File: src/rtl/hwle_pkg.sv
// shared types and codes for the hex word list to little-endian byte converter
// no dependencies; used by the channel interfaces and all rtl modules
package hwle_pkg;

   localparam int unsigned CHAR_W     = 8;
   localparam int unsigned BYTE_W     = 8;
   localparam int unsigned STATUS_W   = 2;
   localparam int unsigned ACC_W      = 64;
   localparam int unsigned COUNT_W    = 5;
   localparam int unsigned NBYTES_W   = 4;

   typedef logic [STATUS_W-1:0] status_type;

   localparam status_type STATUS_OK       = 2'd0;
   localparam status_type STATUS_ODD      = 2'd1;
   localparam status_type STATUS_WIDTH    = 2'd2;
   localparam status_type STATUS_MISMATCH = 2'd3;

   localparam logic KIND_DATA = 1'b0;
   localparam logic KIND_END  = 1'b1;

   // everything one character produces for the output side
   typedef struct packed {
      logic [ACC_W-1:0]    group;
      logic [NBYTES_W-1:0] nbytes;
      logic                end_flag;
      status_type          status;
   } burst_type;

endpackage

File: src/rtl/hwle_req_if.sv
// character channel: valid/ready handshake with one text character as payload
// depends on hwle_pkg
interface hwle_req_if;
   logic                          valid;
   logic                          ready;
   logic [hwle_pkg::CHAR_W-1:0]   char_code;
   logic                          end_of_text;

   modport source (output valid, output char_code, output end_of_text, input ready);
   modport sink   (input valid, input char_code, input end_of_text, output ready);
endinterface

File: src/rtl/hwle_rsp_if.sv
// result channel: valid/ready handshake carrying data bytes and end status
// depends on hwle_pkg
interface hwle_rsp_if;
   logic                          valid;
   logic                          ready;
   logic                          kind;
   logic [hwle_pkg::BYTE_W-1:0]   data_byte;
   logic [hwle_pkg::STATUS_W-1:0] status_code;
   logic                          last_of_run;

   modport source (output valid, output kind, output data_byte, output status_code,
                   output last_of_run, input ready);
   modport sink   (input valid, input kind, input data_byte, input status_code,
                   input last_of_run, output ready);
endinterface

File: src/rtl/hwle_emit.sv
// output burst register: holds one group plus an optional end result and
// drains it one transfer per cycle when ready; uses hwle_pkg and hwle_rsp_if
module hwle_emit (
   input  logic                clock,
   input  logic                reset,
   input  logic                load_en,
   input  hwle_pkg::burst_type load,
   output logic                free,
   hwle_rsp_if.source          rsp_chan
);
   import hwle_pkg::*;

   logic [ACC_W-1:0]    data_ff,  data_in;
   logic [NBYTES_W-1:0] left_ff,  left_in;
   logic                end_ff,   end_in;
   status_type          status_ff, status_in;

   logic bytes_pending;
   logic final_result;
   logic take;

   assign bytes_pending = (left_ff != '0);
   assign final_result  = (bytes_pending && left_ff == NBYTES_W'(1) && !end_ff) ||
                          !bytes_pending;
   assign take          = rsp_chan.valid && rsp_chan.ready;

   assign rsp_chan.valid       = bytes_pending || end_ff;
   assign rsp_chan.kind        = bytes_pending ? KIND_DATA : KIND_END;
   assign rsp_chan.data_byte   = bytes_pending ? data_ff[BYTE_W-1:0] : '0;
   assign rsp_chan.status_code = bytes_pending ? STATUS_OK : status_ff;
   assign rsp_chan.last_of_run = final_result;

   // free now, or the final result leaves in this cycle
   assign free = !rsp_chan.valid || (take && final_result);

   always_comb begin
      data_in   = data_ff;
      left_in   = left_ff;
      end_in    = end_ff;
      status_in = status_ff;
      if (load_en) begin
         data_in   = load.group;
         left_in   = load.nbytes;
         end_in    = load.end_flag;
         status_in = load.status;
      end else if (take) begin
         if (bytes_pending) begin
            data_in = data_ff >> BYTE_W;
            left_in = left_ff - NBYTES_W'(1);
         end else begin
            end_in = 1'b0;
         end
      end
   end

   always_ff @(posedge clock) begin
      data_ff   <= data_in;
      status_ff <= status_in;
      if (reset) begin
         left_ff <= '0;
         end_ff  <= 1'b0;
      end else begin
         left_ff <= left_in;
         end_ff  <= end_in;
      end
   end

endmodule

File: src/rtl/hex_word_list_to_le_bytes.sv
// hex word list to little-endian bytes, top level
// latency: results of a character appear the cycle after its transfer
// throughput: one character per cycle while each character causes at most one
//   result and the sink is ready; a character that closes a group holds the input
//   until its results are out (the output burst register drains one byte per cycle)
// reset: synchronous, clears all parse state and drops any pending results
module hex_word_list_to_le_bytes (
   input  logic       clock,
   input  logic       reset,
   hwle_req_if.sink   req_chan,
   hwle_rsp_if.source rsp_chan
);
   import hwle_pkg::*;

   typedef enum logic [1:0] {
      PH_START = 2'd0,
      PH_RUN   = 2'd1,
      PH_GAP   = 2'd2
   } phase_type;

   logic [ACC_W-1:0]   acc_ff,   acc_in;
   logic [COUNT_W-1:0] cnt_ff,   cnt_in;
   logic [COUNT_W-1:0] lock_ff,  lock_in;
   phase_type          phase_ff, phase_in;
   status_type         err_ff,   err_in;

   logic       is_hex;
   logic [3:0] nib;
   logic       do_close;
   logic       emit_free;
   logic       req_take;
   burst_type  burst;

   assign req_chan.ready = emit_free;
   assign req_take       = req_chan.valid && req_chan.ready;

   always_comb begin
      is_hex = 1'b1;
      nib    = '0;
      if (req_chan.char_code >= "0" && req_chan.char_code <= "9") begin
         nib = 4'(req_chan.char_code - "0");
      end else if (req_chan.char_code >= "a" && req_chan.char_code <= "f") begin
         nib = 4'(req_chan.char_code - "a" + 8'd10);
      end else if (req_chan.char_code >= "A" && req_chan.char_code <= "F") begin
         nib = 4'(req_chan.char_code - "A" + 8'd10);
      end else begin
         is_hex = 1'b0;
      end
   end

   always_comb begin
      acc_in       = acc_ff;
      cnt_in       = cnt_ff;
      lock_in      = lock_ff;
      phase_in     = phase_ff;
      err_in       = err_ff;
      do_close     = 1'b0;
      burst.nbytes = '0;

      if (err_ff == STATUS_OK) begin
         if (is_hex) begin
            if (phase_ff != PH_RUN) begin
               acc_in = '0;
               cnt_in = '0;
            end
            acc_in   = {acc_in[ACC_W-5:0], nib};
            // past 16 digits only the parity of the count is kept
            if (cnt_in < COUNT_W'(16))       cnt_in = cnt_in + COUNT_W'(1);
            else if (cnt_in == COUNT_W'(17)) cnt_in = COUNT_W'(18);
            else                             cnt_in = COUNT_W'(17);
            phase_in = PH_RUN;
         end else begin
            // a leading separator closes an empty group
            if (phase_ff == PH_START) cnt_in = '0;
            do_close = (phase_ff == PH_START) || (phase_ff == PH_RUN);
            phase_in = PH_GAP;
         end
         if (req_chan.end_of_text && phase_in == PH_RUN) begin
            do_close = 1'b1;
            phase_in = PH_GAP;
         end
      end

      if (do_close) begin
         if (lock_ff == '0) begin
            if (cnt_in[0]) begin
               err_in = STATUS_ODD;
            end else if (cnt_in != COUNT_W'(2) && cnt_in != COUNT_W'(4) &&
                         cnt_in != COUNT_W'(8) && cnt_in != COUNT_W'(16)) begin
               err_in = STATUS_WIDTH;
            end else begin
               lock_in      = cnt_in;
               burst.nbytes = cnt_in[COUNT_W-1:1];
            end
         end else if (cnt_in != lock_ff) begin
            err_in = STATUS_MISMATCH;
         end else begin
            burst.nbytes = cnt_in[COUNT_W-1:1];
         end
      end

      burst.group    = acc_in;
      burst.end_flag = req_chan.end_of_text;
      burst.status   = err_in;

      // end of string returns the parser to its reset state
      if (req_chan.end_of_text) begin
         acc_in   = '0;
         cnt_in   = '0;
         lock_in  = '0;
         phase_in = PH_START;
         err_in   = STATUS_OK;
      end
   end

   always_ff @(posedge clock) begin
      if (reset) begin
         acc_ff   <= '0;
         cnt_ff   <= '0;
         lock_ff  <= '0;
         phase_ff <= PH_START;
         err_ff   <= STATUS_OK;
      end else if (req_take) begin
         acc_ff   <= acc_in;
         cnt_ff   <= cnt_in;
         lock_ff  <= lock_in;
         phase_ff <= phase_in;
         err_ff   <= err_in;
      end
   end

   hwle_emit u_emit (
      .clock    (clock),
      .reset    (reset),
      .load_en  (req_take),
      .load     (burst),
      .free     (emit_free),
      .rsp_chan (rsp_chan)
   );

endmodule
File: src/flat_wrapper.sv
// flat-port wrapper written by rule: the top's interface ports become plain ports
module hex_word_list_to_le_bytes_flat import hwle_pkg::*;
  (clock, reset, req_chan_valid, req_chan_char_code, req_chan_end_of_text, req_chan_ready, rsp_chan_valid, rsp_chan_kind, rsp_chan_data_byte, rsp_chan_status_code, rsp_chan_last_of_run, rsp_chan_ready);
  hwle_req_if req_chan_i ();
  hwle_rsp_if rsp_chan_i ();
  input  logic clock;
  input  logic reset;
  input wire logic [$bits(req_chan_i.valid)-1:0] req_chan_valid;
  input wire logic [$bits(req_chan_i.char_code)-1:0] req_chan_char_code;
  input wire logic [$bits(req_chan_i.end_of_text)-1:0] req_chan_end_of_text;
  output wire logic [$bits(req_chan_i.ready)-1:0] req_chan_ready;
  output wire logic [$bits(rsp_chan_i.valid)-1:0] rsp_chan_valid;
  output wire logic [$bits(rsp_chan_i.kind)-1:0] rsp_chan_kind;
  output wire logic [$bits(rsp_chan_i.data_byte)-1:0] rsp_chan_data_byte;
  output wire logic [$bits(rsp_chan_i.status_code)-1:0] rsp_chan_status_code;
  output wire logic [$bits(rsp_chan_i.last_of_run)-1:0] rsp_chan_last_of_run;
  input wire logic [$bits(rsp_chan_i.ready)-1:0] rsp_chan_ready;
  assign req_chan_i.valid = req_chan_valid;
  assign req_chan_i.char_code = req_chan_char_code;
  assign req_chan_i.end_of_text = req_chan_end_of_text;
  assign req_chan_ready = req_chan_i.ready;
  assign rsp_chan_valid = rsp_chan_i.valid;
  assign rsp_chan_kind = rsp_chan_i.kind;
  assign rsp_chan_data_byte = rsp_chan_i.data_byte;
  assign rsp_chan_status_code = rsp_chan_i.status_code;
  assign rsp_chan_last_of_run = rsp_chan_i.last_of_run;
  assign rsp_chan_i.ready = rsp_chan_ready;
  hex_word_list_to_le_bytes u_core (.clock(clock), .reset(reset), .req_chan(req_chan_i), .rsp_chan(rsp_chan_i));
endmodule
File: config.mk
export PLATFORM = sky130hd
export DESIGN_NAME = hex_word_list_to_le_bytes_flat
export DESIGN_NICKNAME = d
export VERILOG_FILES = /design/src/rtl/hwle_pkg.sv /design/src/rtl/hwle_req_if.sv /design/src/rtl/hwle_rsp_if.sv /design/src/rtl/hwle_emit.sv /design/src/rtl/hex_word_list_to_le_bytes.sv /design/src/flat_wrapper.sv
export SDC_FILE = /design/constraint.sdc
export NUM_CORES = 1
export LEC_CHECK = 0
export ABC_AREA = 1
export BUFFER_PORTS_ARGS = -buffer_cell sky130_fd_sc_hd__buf_2
export CORE_MARGIN = 5
export CORE_UTILIZATION = 25
export DETAILED_ROUTE_END_ITERATION = 8
export GPL_ROUTABILITY_DRIVEN = 0
export PLACE_DENSITY = 0.37
export REMOVE_ABC_BUFFERS = 1
export SETUP_SLACK_MARGIN = 0.02
export SLEW_MARGIN = 20
export SYNTH_ARGS = -nofsm -noshare
export SYNTH_HDL_FRONTEND = slang
export SYNTH_SLANG_ARGS = --single-unit
File: constraint.sdc
create_clock -name clock -period 8.55 [get_ports clock]
set_input_delay 0.855 -clock clock [delete_from_list [all_inputs] [get_ports clock]]
set_output_delay 0.855 -clock clock [all_outputs]
set_load 0.02 [all_outputs]
==> summary.txt, run 1 <==
Status
  – Status: finished, final reports clean

Final layout
  – Final instance area: 8590 um^2
  – Fin nets: 1024
  – Fin cells: 1413
  – Fin util: 28.2%
  – Share of layout cells above drive strength 1: 11.3%
  – # diodes: 0
  – Area Growth Syn to Fin: 12.2%

Logic synthesis
  – Synth area leader: edfxtp_1
  – Ys flop type: dfxtp_1
  – Post-synth top area share: 25.9%
  – Synth area leaders: edfxtp_1 (26%), dfxtp_1 (21%), nand2_1 (17%)
  – Mapped Area: 7660 um^2
  – Post-synth ARST share: 0%
  – Cell count after synthesis: 1018
  – Post-synthesis average cell area: 7.52 um^2
  – Sequential fraction of the synthesis area: 47.3%
  – Number of flops mapped to enable cells by yosys: 66
  – Synth warnings: 0
  – Yosys reg bits: 148
  – Count of different cell masters after synthesis: 43

Pwr
  – Sequential group share of total power: 41.6%
  – NetSw: 950 uW
  – Max VDD drop: 0.153 mV
  – Logic pwr share: 29.4%
  – Int Pwr: 1.64 mW
  – LEAKAGE: 3.00 nW
  – Final Power: 2.59 mW
  – Power share of the clock group: 29.0%
  – Switching Share: 36.7%
  – PD cells: 302 nW/um^2

Route
  – # DRC: 0
  – Drt pass-1 iters: 5
  – WL/cell: 13.9 um
  – Starting DRT DRC Count: 296
  – Vias per cell: 4.48
  – Final wirelength: 19600 um
  – Routed Antenna Nets: 0
  – Via count: 6335

Critical path
  – Arr. time, crit path: 3920 ps
  – Worst setup path endpoint: u_core.u_emit.data_ff[45]$_DFFE_PP_
  – Reg2reg end: u_core.u_emit.data_ff[45]$_DFFE_PP_
  – Crit. End Element: flip-flop
  – Critical-path maximum fanout: 141
  – Setup CP Type: flip-flop to flip-flop
  – R2R cell count: 11
  – Worst R2R Start: u_core.u_emit.left_ff[0]$_SDFFE_PP0P_
  – Worst Path Required: 8680 ps
  – Crit path launch type: flip-flop
  – Flop2flop setup slack: 4760 ps
  – CP startpoint: u_core.u_emit.left_ff[0]$_SDFFE_PP0P_

Clocking
  – Post-CTS setup buffer count: 0
  – Worst-Skew Late Latency: 420 ps
  – TritonCTS buffer count: 17
  – CTS tree: yes
  – Clock Sinks: 148
  – Root buf cell: clkbuf_16
  – H-tree levels: 4
  – Post-CTS Hold Buffers: 0
  – # resized after CTS: 0
  – CTS max path bufs: 2
  – Clk slew on worst S/H paths: 70 ps

STA
  – Pins Over Slew Limit: 0
  – RSZ-0062 raised after global routing: no
  – Slew HR: 35.7%
  – Worst setup margin: 4760 ps
  – Maximum clock rate: 0.264 GHz
  – Endpoints failing hold: 0
  – Final clock skew: 10.4 ps
  – Fin crit share: 44.3%
  – Tmin final: 3790 ps
  – Hold slack: 468 ps
  – Slew @ Worst Pin: 964 ps
  – Final setup vio count: 0
  – Setup TNS: 0 ps

Floorplan
  – Initial Util: 25.2%
  – DIE AREA: 34200 um^2
  – IO Pins: 27
  – Core area: 30400 um^2
  – Die span in x: 185 um
  – Row Count: 64
  – Die height: 185 um

Placement
  – Hpwl dp: 11400 um
  – Count of buffers from port buffering: 26
  – Placed inst area: 8010 um^2
  – Placed cells: 1381
  – Place WS: 4630 ps

Hold path
  – Hold Path Class: flip-flop to flip-flop
  – Hold path depth: 2

Global routing
  – Global-route wire length before repair: 32300 um
  – GRT Overall Usage: 11.7%
  – Largest net degree at the start of global routing: 142
  – Initial antenna violation count: 0
  – Vias in the first global route: 6111
  – Overflow left after global routing: 0

Flow run
  – Max_cap viols: 0
[power groups by stage]
| stage | clock network [mW] | logic, mW | registers (mW) |
|---|---|---|---|
| 3_5_place_dp | 0 | 0.788 | 1.09 |
| 2_1_floorplan | 0 | 0.529 | 1.08 |
| 3_3_place_gp | 0 | 0.795 | 1.10 |
| 4_1_cts | 0.779 | 0.790 | 1.08 |
| 5_1_grt | 0.807 | 0.878 | 1.10 |
| 6_report | 0.751 | 0.763 | 1.08 |
[worst max-delay path: stages (launching register included)]
cell     delay, ps
dfxtp_1        360
inv_1           80
ha_1           220
nand2_1        160
inv_1          250
a31oi_1        220
inv_1           70
nand2_1        120
nor2_4         130
inv_6          690
buf_4          880
o21ai_0        210
[state kept, by name, summed over array words and instances, names as in the netlist]
register and cells:
u_core.u_emit.end_ff 1, u_core.u_emit.data_ff 64, u_core.phase_ff 2, u_core.u_emit.left_ff 4, u_core.err_ff 2, u_core.u_emit.status_ff 2, u_core.acc_ff 64, u_core.cnt_ff 5
u_core.lock_ff 4
[final cells by class]
| class | instances | area (um^2) |
|---|---|---|
| repair buffers | 32 | 175 |
| multi-input cells | 755 | 3520 |
| clock inverters | 15 | 156 |
| clock buffers | 17 | 425 |
| flip-flops and latches | 148 | 3620 |
| fillers | 3363 | 21800 |
| inverters | 50 | 195 |
| well taps | 396 | 495 |
[placed cells by master, fill, tap and decap left out, drive strengths merged]
| cell | instances |
|---|---|
| nor3 | 9 |
| o21ai | 122 |
| nor2 | 117 |
| nor4 | 1 |
| or2 | 1 |
| bufinv | 2 |
| dfxtp | 82 |
| inv | 51 |
| a21oi | 88 |
| edfxtp | 66 |
| o22ai | 1 |
| o221ai | 1 |
| clkinv | 7 |
| buf | 32 |
| o21bai | 1 |
| clkbuf | 17 |
| xor2 | 2 |
| a31oi | 1 |
| a2bb2oi | 2 |
| nand4 | 3 |
| a211oi | 3 |
| nand2 | 358 |
| nand3 | 33 |
| o21a | 1 |
| ha | 7 |
| o211ai | 3 |
| clkinvlp | 5 |
| xnor2 | 1 |
[synthesized netlist by cell type, types with 3 or more instances]
cell	count
a211oi_1	3
a21oi_1	88
buf_1	4
buf_2	20
buf_4	5
buf_6	3
clkbuf_1	32
dfxtp_1	82
edfxtp_1	66
ha_1	7
inv_1	43
inv_2	5
nand2_1	342
nand2_2	8
nand2_4	7
nand3_1	28
nand3_2	4
nor2_1	109
nor2_2	5
nor3_2	9
o211ai_1	3
o21ai_0	114
o21ai_1	7
[logic make-up after synthesis]
family	synth area share [%]
simple gates	29.5
compound gates	15.1
flops	47.3
buf+inv	6.68
fa+ha+maj	1.14
xor+xnor	0.343
[metal layers]
layer	GRT usage, %	wire (um)
met1	15.9	9820
met3	2.65	514
met4	2.64	150
met5	0	0
met2	19.2	9130
[worst min-delay path by stage]
stage / from / end / slack, ps
detailed placement: u_core.acc_ff[63]$_SDFFE_PP0P_ / u_core.acc_ff[63]$_SDFFE_PP0P_ / 460
CTS: u_core.acc_ff[61]$_SDFFE_PP0P_ / u_core.acc_ff[61]$_SDFFE_PP0P_ / 470
floorplan: u_core.acc_ff[60]$_SDFFE_PP0P_ / u_core.acc_ff[60]$_SDFFE_PP0P_ / 440
global route: u_core.acc_ff[61]$_SDFFE_PP0P_ / u_core.acc_ff[61]$_SDFFE_PP0P_ / 480
global placement: u_core.acc_ff[60]$_SDFFE_PP0P_ / u_core.acc_ff[60]$_SDFFE_PP0P_ / 460
finish: u_core.acc_ff[61]$_SDFFE_PP0P_ / u_core.acc_ff[61]$_SDFFE_PP0P_ / 470
(Power assumes the default switching activity.)
==> run 2, diff against run 1 <==
- clock period: 8.55 -> 3.85 ns (I/O delays scaled with it)
==> run 2 against run 1 <==
  * Maximum frequency up 35%
  * Critical path type unchanged
  * Global-route usage up 0.078 points
  * Register-to-register slack worse by 3700 ps
  * Sequential cell count unchanged
  * Worst hold slack worse by 93 ps
  * First-iteration DRC count up 28%
  * Cell count up 0.57%
  * Sequential power up 120%
  * Die area unchanged
  * Critical path depth down 3
  * Count of clock-buffer cells in the layout unchanged
==> summary.txt, run 2 (same netlist as run 1, synthesis figures left out) <==
Status
  – Status: finished, final reports clean

STA
  – Pins Over Slew Limit: 0
  – Tmin final: 2800 ps
  – Fin crit share: 72.7%
  – Setup TNS: 0 ps
  – Final clock skew: 12.3 ps
  – Slew @ Worst Pin: 780 ps
  – Endpoints failing hold: 0
  – Final setup vio count: 0
  – Slew HR: 48.0%
  – Worst setup margin: 1050 ps
  – RSZ-0062 raised after global routing: no
  – Maximum clock rate: 0.357 GHz

Route
  – DR WL met2: 9280 um
  – Via count: 6314
  – Max layer used: met4
  – Starting DRT DRC Count: 378
  – Vias per cell: 4.44
  – Met3 wire length: 463 um
  – M1 wire length: 9570 um
  – Final wirelength: 19500 um
  – Routed Antenna Nets: 0
  – WL/cell: 13.7 um
  – # DRC: 0
  – Drt pass-1 iters: 4

Critical path
  – R2R cell count: 8
  – Worst R2R Start: u_core.u_emit.left_ff[0]$_SDFFE_PP0P_
  – Worst Path Required: 4020 ps
  – Crit path launch type: flip-flop
  – Arr. time, crit path: 2960 ps
  – Reg2reg end: u_core.u_emit.data_ff[21]$_DFFE_PP_
  – Setup CP Type: flip-flop to flip-flop
  – Crit. End Element: flip-flop
  – Flop2flop setup slack: 1050 ps
  – Critical-path maximum fanout: 35
  – CP startpoint: u_core.u_emit.left_ff[0]$_SDFFE_PP0P_

Clocking
  – CTS tree: yes
  – TritonCTS buffer count: 17
  – Post-CTS Hold Buffers: 0
  – Worst-Skew Late Latency: 430 ps
  – Post-CTS setup buffer count: 0
  – # resized after CTS: 0
  – Root buf cell: clkbuf_16
  – Clk slew on worst S/H paths: 70 ps
  – H-tree levels: 4
  – CTS max path bufs: 2
  – Clock Sinks: 148

Final layout
  – Share of layout cells above drive strength 1: 12.0%
  – Fillcell total: 3369
  – Most frequent cells in the layout: nand2_1 (342), o21ai_0 (114), nor2_1 (109)
  – Fin nets: 1032
  – # diodes: 0
  – Area Growth Syn to Fin: 14.1%
  – Most common cell after layout, fill and taps aside: nand2_1
  – Largest registers: u_core.acc_ff (64), u_core.u_emit.data_ff (64), u_core.cnt_ff (5)
  – Sequential cell area: 3620 um^2
  – Area of the multi-input gates: 3520 um^2

Floorplan
  – Die span in x: 185 um
  – Core area: 30400 um^2
  – Initial Util: 25.2%
  – Row Count: 64
  – IO Pins: 27
  – DIE AREA: 34200 um^2
  – Die height: 185 um

Global routing
  – Global-route wire length before repair: 32400 um
  – Largest net degree at the start of global routing: 91
  – Overflow left after global routing: 0
  – GRT Overall Usage: 11.8%
  – Vias in the first global route: 6138
  – Initial antenna violation count: 0

Pwr
  – PD cells: 671 nW/um^2
  – Max VDD drop: 0.287 mV
  – LEAKAGE: 3.08 nW

Placement
  – Count of buffers from port buffering: 26
  – Place WS: 965 ps
  – Hpwl dp: 11900 um

Hold path
  – Hold path depth: 4
  – Hold worst-path end: u_core.u_emit.end_ff$_SDFFE_PP0P_
  – HP Start: req_chan_valid
  – Hold Path Class: input pin to flip-flop

Flow run
  – Max_cap viols: 0
## run 2: report_power, final
group          switching [mW]  internal [mW]  leakage [nW]
sequential              0.125           2.25          1.33
clock                   0.746          0.976         0.286
combinational            1.27          0.493          1.46
## run 2: layer usage
| layer | vias up | GRT usage (%) |
|---|---|---|
| met5 | - | 0 |
| li1 | 3327 | - |
| met4 | 0 | 3.52 |
| met3 | 11 | 2.28 |
| met1 | 2918 | 15.5 |
| met2 | 58 | 19.8 |
## run 2: final cells by class
class,instances,area share (%)
clock inverters,15,1.99
multi-input cells,755,40.3
repair buffers,40,3.41
well taps,396,5.67
clock buffers,17,4.87
inverters,50,2.23
flip-flops and latches,148,41.5
## run 2: worst max path at each step
stage | slack [ps] | cells past startpoint | end
2_1_floorplan | 730 | 18 | u_core.u_emit.status_ff[1]$_DFFE_PP_
3_3_place_gp | 990 | 8 | u_core.u_emit.data_ff[34]$_DFFE_PP_
3_5_place_dp | 960 | 11 | u_core.u_emit.data_ff[52]$_DFFE_PP_
4_1_cts | 960 | 11 | u_core.u_emit.data_ff[52]$_DFFE_PP_
5_1_grt | 690 | 11 | u_core.u_emit.data_ff[52]$_DFFE_PP_
6_report | 1050 | 8 | u_core.u_emit.data_ff[21]$_DFFE_PP_
## run 2: critical path, cell delays in order (launching register included)
cell	delay [ps]
dfxtp_1	350
inv_1	70
ha_1	220
nand2_1	150
nor2_1	70
or2_2	300
o21ai_0	210
clkinv_2	710
buf_12	440
## run 2: metrics by stage
step,hold slack [ps],total power [mW],instances,utilization (%),area (um^2)
floorplan,440,3.57,953,-,7340
global placement,457,4.25,1389,26.7,8140
detailed placement,461,4.24,1389,26.7,8140
CTS,364,5.99,1421,28.7,8730
global route,385,6.29,1421,28.7,8730
finish,374,5.86,1421,28.7,8730
